--- config.mk ---
export PLATFORM = sky130hd
export DESIGN_NAME = arb_ram
export DESIGN_NICKNAME = d
export VERILOG_FILES = /design/src/hdl/arb_ram.sv
export SDC_FILE = /design/constraint.sdc
export NUM_CORES = 1
export LEC_CHECK = 0
export BUFFER_PORTS_ARGS = -buffer_cell sky130_fd_sc_hd__buf_4
export CAP_MARGIN = 0
export CORE_MARGIN = 5
export CORE_UTILIZATION = 40
export DETAILED_ROUTE_END_ITERATION = 6
export HOLD_SLACK_MARGIN = 0.02
export PLACE_DENSITY = 0.61
export SYNTH_ARGS = -nofsm -noshare
export SYNTH_HDL_FRONTEND = slang
export SYNTH_SLANG_ARGS = --single-unit
--- constraint.sdc ---
create_clock -name clk -period 2.1 [get_ports clk]
set_input_delay 0.105 -clock clk [delete_from_list [all_inputs] [get_ports clk]]
set_output_delay 0.105 -clock clk [all_outputs]
set_load 0.05 [all_outputs]
--- src/hdl/arb_ram.sv ---
// ----------------------------------------------------------------------------
// Generic RAM
// One write port, one read port, registered read data (old data on collision).
// ----------------------------------------------------------------------------
module arb_ram #(
	parameter int WIDTH = 8,
	parameter int DEPTH = 16,
	localparam int ADDR_W = $clog2(DEPTH)
) (
	input  logic              clk,
	input  logic              we,
	input  logic [ADDR_W-1:0] waddr,
	input  logic [WIDTH-1:0]  wdata,
	input  logic [ADDR_W-1:0] raddr,
	output logic [WIDTH-1:0]  rdata
);
	logic [WIDTH-1:0] mem [DEPTH];

	always_ff @(posedge clk) begin
		if (we) begin
			mem[waddr] <= wdata;
		end
		rdata <= mem[raddr];
	end
endmodule

==> summary.txt <==
Status
  – Status: finished, final reports clean

STA
  – FMAX: 0.7465 GHz
  – Final Hold Slack: 0.02609 ns
  – Worst-Margin Slew: 0.7095 ns
  – Pins Over Slew Limit: 0
  – Final setup viols: 0
  – Endpoints failing hold: 0
  – Setup TNS: 0 ns
  – Fin crit period: 1.340 ns
  – Worst setup margin: 0.7605 ns
  – RSZ-0062 raised after global routing: no
  – Final Cycle Share: 63.79%
  – Setup Skew: 0.01028 ns
  – Worst relative slew slack: 52.60%

Routing
  – Via count: 2362
  – Routed wire per std cell: 19.91 um
  – Post-Route WL: 9379 um
  – DRT iter0 DRCs: 160
  – Via/cell ratio: 5.015
  – Post-route ant nets: 0
  – Initial DRT Pass Iterations: 4
  – DRC viols: 0

Pwr
  – Clock power share: 45.0%
  – Pwr Total: 6.208 mW
  – Comb power frac: 5.8%
  – Pleak: 2.105 nW
  – Switch share: 20.17%
  – Worst vdd ir: 0.6772 mV
  – Internal: 4.956 mW
  – Sequential Power Share: 49.2%
  – NetSw: 1.252 mW
  – P per Cell Area: 998.2 nW/um^2

Die
  – # rows: 41
  – Ports: 26
  – Die X-Extent: 123.4 um
  – Die area: 15240 um^2
  – Initial Util: 40.79%
  – Core footprint: 12620 um^2
  – Die Ht: 123.4 um

Critical path
  – Critical path type: flip-flop to flip-flop
  – Worst r2r src: mem[3][6]$_DFFE_PP_
  – R2r setup slk: 0.76 ns
  – WP data required: 2.39 ns
  – Critical path buffers and inverters: 0
  – Cell family with most CP delay: multiplexers
  – Worst path cell trace: mux4_2, a22oi_1, nand2_1
  – RR Endpoint: rdata[6]$_DFF_P_
  – Slowest CP cell: mux4_2
  – Critical Path Source Type: flip-flop
  – Arrival time worst endpoint: 1.63 ns
  – R2R depth: 3
  – CP max FO: 1
  – Critical path capture point type: flip-flop
  – Max stage delay on crit path: 0.49 ns
  – Critical path origin: mem[3][6]$_DFFE_PP_

Yosys
  – Net Count, Synth: 247
  – Top cells by area, synth: edfxtp_1 75%, mux4_2 7.9%, mux4_1 7.1%
  – Most frequent cell after synthesis: edfxtp_1
  – Synth Flop Type: edfxtp_1
  – Syn Area/Cell: 22.48 um^2
  – Asr flop ratio synth: 0%
  – Register area share after synthesis: 77.78%
  – Yosys reg bits: 136
  – Yosys top cell area share: 74.67%
  – Count of different cell masters after synthesis: 19
  – Netlist Area Pre-Place: 5147 um^2
  – Cells after Synth: 229
  – YS warnings: 0
  – Post-synth top area cell: edfxtp_1
  – Commonest cells post-synth: 128 x edfxtp_1, 18 x mux4_2, 16 x a22oi_1
  – Post-synth EDFFs: 128

Finish
  – Post-Layout Cell Count: 471
  – Layout cells sized above 1: 29.77%
  – Ant. Diodes: 0
  – Fillers: 1052
  – Net count, final: 304
  – Layout area overhead: 20.83%

CTS
  – Clk root buf: clkbuf_16
  – CTS resizes: 0
  – Postcts setup bufs: 0
  – CTS tree: yes
  – Worst-Skew Late Latency: 0.41 ns
  – CTS HTree Levels: 4
  – Hold Buf Count CTS: 4
  – Worst-path clk slew: 0.06 ns
  – Clk sink count: 136
  – Clock Path Buffers: 2
  – Num CTS Buffers: 17

GRT
  – GRT Overall Usage: 13.58%
  – Total global routing overflow: 0
  – First-pass GRT wire length: 14280 um
  – Largest net degree at the start of global routing: 33
  – Vias in the first global route: 2451
  – Initial antenna violation count: 0

Placement
  – Dpl cells: 435
  – Setup WS pre-CTS: 0.4390 ns
  – RePlAce Congestion: 0.7155
  – Hpwl dp: 6002 um
  – Port Buffers: 25

Job
  – Max cap viols: 0

Hold path
  – Hold depth: 1
  – Worst Min Path Start: wdata[1]
  – Worst hold path class: primary input to flip-flop
  – Hold Crit Endpoint: mem[9][1]$_DFFE_PP_
## layout make-up
class                           instances  area [um^2]  area share (%)
Sequential cell                       136         4004           64.37
Timing Repair Buffer                   48        382.9           6.156
Multi-Input combinational cell         83         1057           17.00
Clock buffer                           24        461.7           7.423
Tap cell                              172        215.2           3.460
Clock inverter                          8        98.84           1.589
## state kept, by name, summed over array words and instances, names as in the netlist
name / cells
rdata: 8
mem: 128
## logic make-up after synthesis
kind of cell | after synthesis | synth area share [%]
DFF | 136 | 77.78
muxes | 32 | 15.02
and+or+nand+nor | 35 | 3.184
AOI/OAI and AO/OA | 16 | 2.334
buffers and inverters | 10 | 1.677
## layout by cell type (no fill, tap or decap)
cell type        n
clkbuf_8         1
nand3b_1         2
buf_12           1
a22oi_1         16
clkinv_2         3
and2b_1          1
nor2_1          13
clkbuf_16       17
edfxtp_1       128
dfxtp_1          8
nor3_1           4
nand3_1          1
mux4_2          18
or3b_2           1
clkbuf_1         6
nor2b_1          1
and2_1           1
inv_6            1
bufinv_16        2
buf_4           43
nand2_1          9
dlygate4sd3_1    4
nand2b_1         2
clkinvlp_4       2
mux4_1          14
## how the worst max path moves through the flow
stage | to | slack (ns) | cells past startpoint
3_5_place_dp | rdata[3]$_DFF_P_ | 0.44 | 5
5_1_grt | rdata[6]$_DFF_P_ | 0.70 | 3
6_report | rdata[6]$_DFF_P_ | 0.76 | 3
4_1_cts | rdata[6]$_DFF_P_ | 0.73 | 3
2_1_floorplan | mem[0][0]$_DFFE_PP_ | 0.50 | 2
3_3_place_gp | rdata[1]$_DFF_P_ | 0.43 | 5
## power by group through the flow
| stage | Combinational (mW) | Clock [mW] | Sequential, mW |
|---|---|---|---|
| floorplan | 0.154 | 0 | 3.17 |
| global placement | 0.357 | 0 | 3.11 |
| detailed placement | 0.361 | 0 | 3.11 |
| CTS | 0.369 | 2.84 | 3.05 |
| global route | 0.389 | 2.97 | 3.05 |
| finish | 0.360 | 2.80 | 3.05 |
## per-layer routing
layer,up-vias,wire (um),global-route usage [%]
met1,1207,3904,16.24
met5,-,0,0
met4,0,132,6.644
li1,1088,-,-
met3,10,348,3.477
met2,57,4993,22.90
## metrics by stage
| stage | area [um^2] | utilization (%) |
|---|---|---|
| after floorplan | 5147 | - |
| after global placement | 5619 | 44.53 |
| after detailed placement | 5619 | 44.53 |
| after CTS | 6220 | 49.29 |
| after global routing | 6220 | 49.29 |
| final | 6220 | 49.29 |
(Power assumes the default switching activity.)
