--- src/hdl/arb_pkg.sv ---
// ----------------------------------------------------------------------------
// Adaptive residency bucketer package
// Widths, codes, sequencer states and the bucket record shared by the RTL.
// ----------------------------------------------------------------------------
package arb_pkg;

	localparam int DEFAULT_MAX_BUCKETS = 256;
	localparam int DEFAULT_CNT_W       = $clog2(DEFAULT_MAX_BUCKETS + 2);

	localparam int REQ_W      = 2;
	localparam int ID_W       = 32;
	localparam int CNT48_W    = 48;
	localparam int LIMIT_W    = 9;
	localparam int CFG_DATA_W = 32;
	localparam int CFG_IDX_W  = 1;

	localparam logic [LIMIT_W-1:0] LIMIT_RESET = LIMIT_W'(256);

	typedef enum logic [REQ_W-1:0] {
		REQ_FILE_START = 2'd0,
		REQ_PAGE       = 2'd1,
		REQ_READ       = 2'd2
	} req_t;

	typedef enum logic [CFG_IDX_W-1:0] {
		REG_BUCKET_LIMIT = 1'b0,
		REG_INIT_PAGES   = 1'b1
	} cfg_reg_t;

	typedef enum logic [2:0] {
		ST_IDLE,
		ST_EXEC,
		ST_RESP,
		ST_MRG_A,
		ST_MRG_B,
		ST_MRG_WR,
		ST_REREAD
	} state_t;

	typedef struct packed {
		logic [CNT48_W-1:0] pages;
		logic [CNT48_W-1:0] resid;
		logic [ID_W-1:0]    files;
		logic [ID_W-1:0]    sfile;
		logic [ID_W-1:0]    soff;
		logic               known;
	} bucket_t;

endpackage

--- src/hdl/arb_alu.sv ---
// ----------------------------------------------------------------------------
// Bucket adder
// Saturating field-wise add of two bucket records; start fields follow a.
// ----------------------------------------------------------------------------
module arb_alu (
	input  arb_pkg::bucket_t a,
	input  arb_pkg::bucket_t b,
	output arb_pkg::bucket_t y
);
	import arb_pkg::*;

	logic [CNT48_W:0] pages_sum;
	logic [CNT48_W:0] resid_sum;
	logic [ID_W:0]    files_sum;

	always_comb begin
		pages_sum = {1'b0, a.pages} + {1'b0, b.pages};
		resid_sum = {1'b0, a.resid} + {1'b0, b.resid};
		files_sum = {1'b0, a.files} + {1'b0, b.files};

		y       = a;
		y.pages = pages_sum[CNT48_W] ? '1 : pages_sum[CNT48_W-1:0];
		y.resid = resid_sum[CNT48_W] ? '1 : resid_sum[CNT48_W-1:0];
		y.files = files_sum[ID_W] ? '1 : files_sum[ID_W-1:0];
	end
endmodule

--- config.mk ---
export PLATFORM = sky130hd
export DESIGN_NAME = arb_alu
export DESIGN_NICKNAME = d
export VERILOG_FILES = /design/src/hdl/arb_pkg.sv /design/src/hdl/arb_alu.sv
export SDC_FILE = /design/constraint.sdc
export NUM_CORES = 1
export LEC_CHECK = 0
export CAP_MARGIN = 20
export CORE_AREA = 2 2 224 226
export DETAILED_ROUTE_END_ITERATION = 6
export DIE_AREA = 0 0 226 228
export DONT_BUFFER_PORTS = 1
export SLEW_MARGIN = 20
export SYNTH_ARGS = -nofsm -noshare
export SYNTH_HDL_FRONTEND = slang
export SYNTH_SLANG_ARGS = --single-unit
export TNS_END_PERCENT = 50
--- constraint.sdc ---
create_clock -name vclk -period 5.1
set_input_delay 1.275 -clock vclk [all_inputs]
set_output_delay 1.275 -clock vclk [all_outputs]
set_load 0.03 [all_outputs]
==> results_dict.tcl <==
set metrics [dict create \
    drive_above_1_share 0.3041 \
    irDropWorstVdd_mv 0.1016 \
    port-buffer-count 0 \
    wire_per_inst_um 17.58 \
    hold_path_end "y[11]" \
    final_common_cell "buf_4" \
    regArea_um2 0 \
    drc 0 \
    setup_slack_ns -0.2730 \
    post-place-ws_ns -0.3919 \
    synthCells 1161 \
    synth_cell_type_count 65 \
    yosysSeqAreaShare 0 \
    critPathRequiredTime_ns 3.83 \
    synth_area_um2 7864 \
    synth_nets 1678 \
    fp.dieW_um 226 \
    crit_path_top_delay_cell "fa_2" \
    seq_cell_count 0 \
    grt_pass1_vias 9368 \
    relSlewSlack 0.6483 \
    nNetsFinal 1821 \
    grt_pass1_wl_um 50890 \
    timing.fmax_ghz 0.1861 \
    dr.pass1.iters 5 \
    ios 579 \
    grt_usage 0.1228 \
    antenna_left 0 \
    yosys_warnings 0 \
    fin_crit_sh 1.054 \
    syn_area_per_cell_um2 6.773 \
    power.density_nw_per_um2 200.7 \
    critical_path_class "primary input to output port" \
    cts.hold.buffers_added 0 \
    path_cells "ha_4, fa_2, a211oi_2, o21ai_2, o2111ai_2, nand3_2, a221oi_4, a31oi_4, a221oi_2, and2_4, buf_12, buf_12, buf_4, nand2_8" \
    worst_ep_arrival_time_ns 4.10 \
    setup_viol 96 \
    hold_depth 0 \
    violations "negative setup slack" \
    place.gp.congestion 0.9317 \
    hp-class "primary input to output port" \
    clock_buffers 0 \
    overflow 0 \
    slew_viol_final 0 \
    drt_iter0_drc 481 \
    fillers 5433 \
    num_vias 9260 \
    cp-end-kind "output port" \
    status "finished, violations left" \
    critPathMaxStageDelay_ns 0.38 \
    fp.dieH_um 228 \
    start_util 0.1593 \
    crit_top_cell "buf_12" \
    die_area_um2 51530 \
    wl_um 34730 \
    maxCapViolCount 0 \
    worst_slew_pin_slew_ns 0.5258 \
    core.rowCount 82 \
    post-route-min-period_ns 5.373 \
    start_kind "primary input" \
    area_delta_synth_final_pct 43.56 \
    antenna_found_initial 5 \
    final-hold-violation-count 0 \
    detail_route.vias_per_cell 4.686 \
    grt_max_degree 19 \
    holdCritStartpoint "a[11]" \
    rsz0062_at_grt "true" \
    final_cell_mix "buf_4 (204), a21oi_1 (129), nand2_1 (123), ha_1 (121), a21o_1 (70)" \
    dp_hpwl_um 30220 \
    crit_fanout 16 \
    p_leak_nw 5.135 \
    final_util 0.2288 \
    core_um2 49350 \
]
[worst max path at each step]
stage / to / slack [ns] / from / cells past startpoint
3_3_place_gp: y[142] / -0.39 / a[99] / 11
5_1_grt: y[168] / -0.42 / a[145] / 13
3_5_place_dp: y[142] / -0.39 / a[100] / 11
2_1_floorplan: y[186] / -0.07 / a[145] / 13
4_1_cts: y[190] / -0.26 / a[145] / 14
6_report: y[176] / -0.27 / a[145] / 14
[through the flow]
step           area, µm²  power, mW  instances  hold slack [ns]  TNS, ns
2_1_floorplan       8373      1.515       1161            2.682   -1.821
5_1_grt            11290      2.408       1975            2.550   -27.22
6_report           11290      2.266       1976            2.550   -13.93
3_5_place_dp       10220      2.001       1944            2.550   -30.22
4_1_cts            10900      2.152       1970            2.550   -14.26
3_3_place_gp       10220      1.990       1944            2.550   -30.10
[layout make-up]
| class | count | area, µm² | share of cell area |
|---|---|---|---|
| multi-input cells | 1030 | 8178 | 0.7244 |
| well taps | 672 | 840.8 | 0.07448 |
| diodes | 2 | 5.005 | 0.0004433 |
| inverters | 26 | 97.59 | 0.008645 |
| repair buffers | 246 | 2168 | 0.1921 |
[metal layers]
layer  share of wire  routed length (µm)  vias up  GRT usage
li1                -                   -     4445          -
met1            0.36               12620     4354     0.1257
met2            0.52               18070      396     0.2408
met3           0.090                3134       63    0.03671
met4           0.026                 892        2    0.02628
met5         0.00037                  13        -          0
[power by group]
| part | total, mW | switching [mW] | leakage [nW] | internal [mW] |
|---|---|---|---|---|
| clock | 0.0000000526 | 0 | 0.0000127 | 0.0000000526 |
| combinational | 2.27 | 1.37 | 5.14 | 0.895 |
| sequential | 0 | 0 | 0 | 0 |
| total | 2.27 | 1.37 | 5.14 | 0.895 |
[cell families after synthesis]
family,after synthesis,share of synthesized area
multiplexers,3,0.003978
adder cells (fa/ha/maj),131,0.2113
XOR/XNOR,109,0.1214
AO/OA/AOI/OAI,419,0.3485
buffers and inverters,131,0.1020
AND/OR/NAND/NOR,368,0.2129
[cell usage after synthesis (4+ instances only)]
library cell | instances | area, µm²
a211oi_1 | 15 | 112.6
a21o_1 | 71 | 533.0
a21oi_1 | 138 | 690.7
a31oi_1 | 19 | 118.9
and2_1 | 8 | 50.05
and3_1 | 17 | 106.4
and4_1 | 5 | 43.79
buf_2 | 8 | 40.04
buf_4 | 66 | 495.5
buf_6 | 7 | 78.83
clkbuf_1 | 24 | 90.09
ha_1 | 128 | 1602
inv_1 | 26 | 97.59
nand2_1 | 193 | 724.4
nand2b_1 | 20 | 125.1
nand3_1 | 20 | 100.1
nand4_1 | 19 | 118.9
nor2_1 | 52 | 195.2
nor2b_1 | 12 | 75.07
nor3_1 | 9 | 45.04
o2111ai_1 | 4 | 35.03
o211ai_1 | 12 | 90.09
o21a_1 | 17 | 127.6
o21ai_0 | 59 | 295.3
o21ai_1 | 14 | 70.07
o21bai_1 | 23 | 172.7
o31ai_1 | 4 | 30.03
or2_2 | 5 | 31.28
xnor2_1 | 49 | 429.2
xor2_1 | 60 | 525.5
[repair_timing]
item | 4_1_cts | 5_1_grt
cloned | 2 | 2
resized for setup | 96 | 58
pin swaps | 24 | 9
setup endpoints to repair | 128 | 128
setup buffers | 25 | 4
[critical path, delay by kind of cell]
family | cells | cell delay, ns
AOI/OAI and AO/OA | 6 | 1.32
adders and majority gates | 2 | 0.55
buffers and inverters | 3 | 0.49
and+or+nand+nor | 3 | 0.45
No activity file was read; power rests on OpenSTA's default activity.
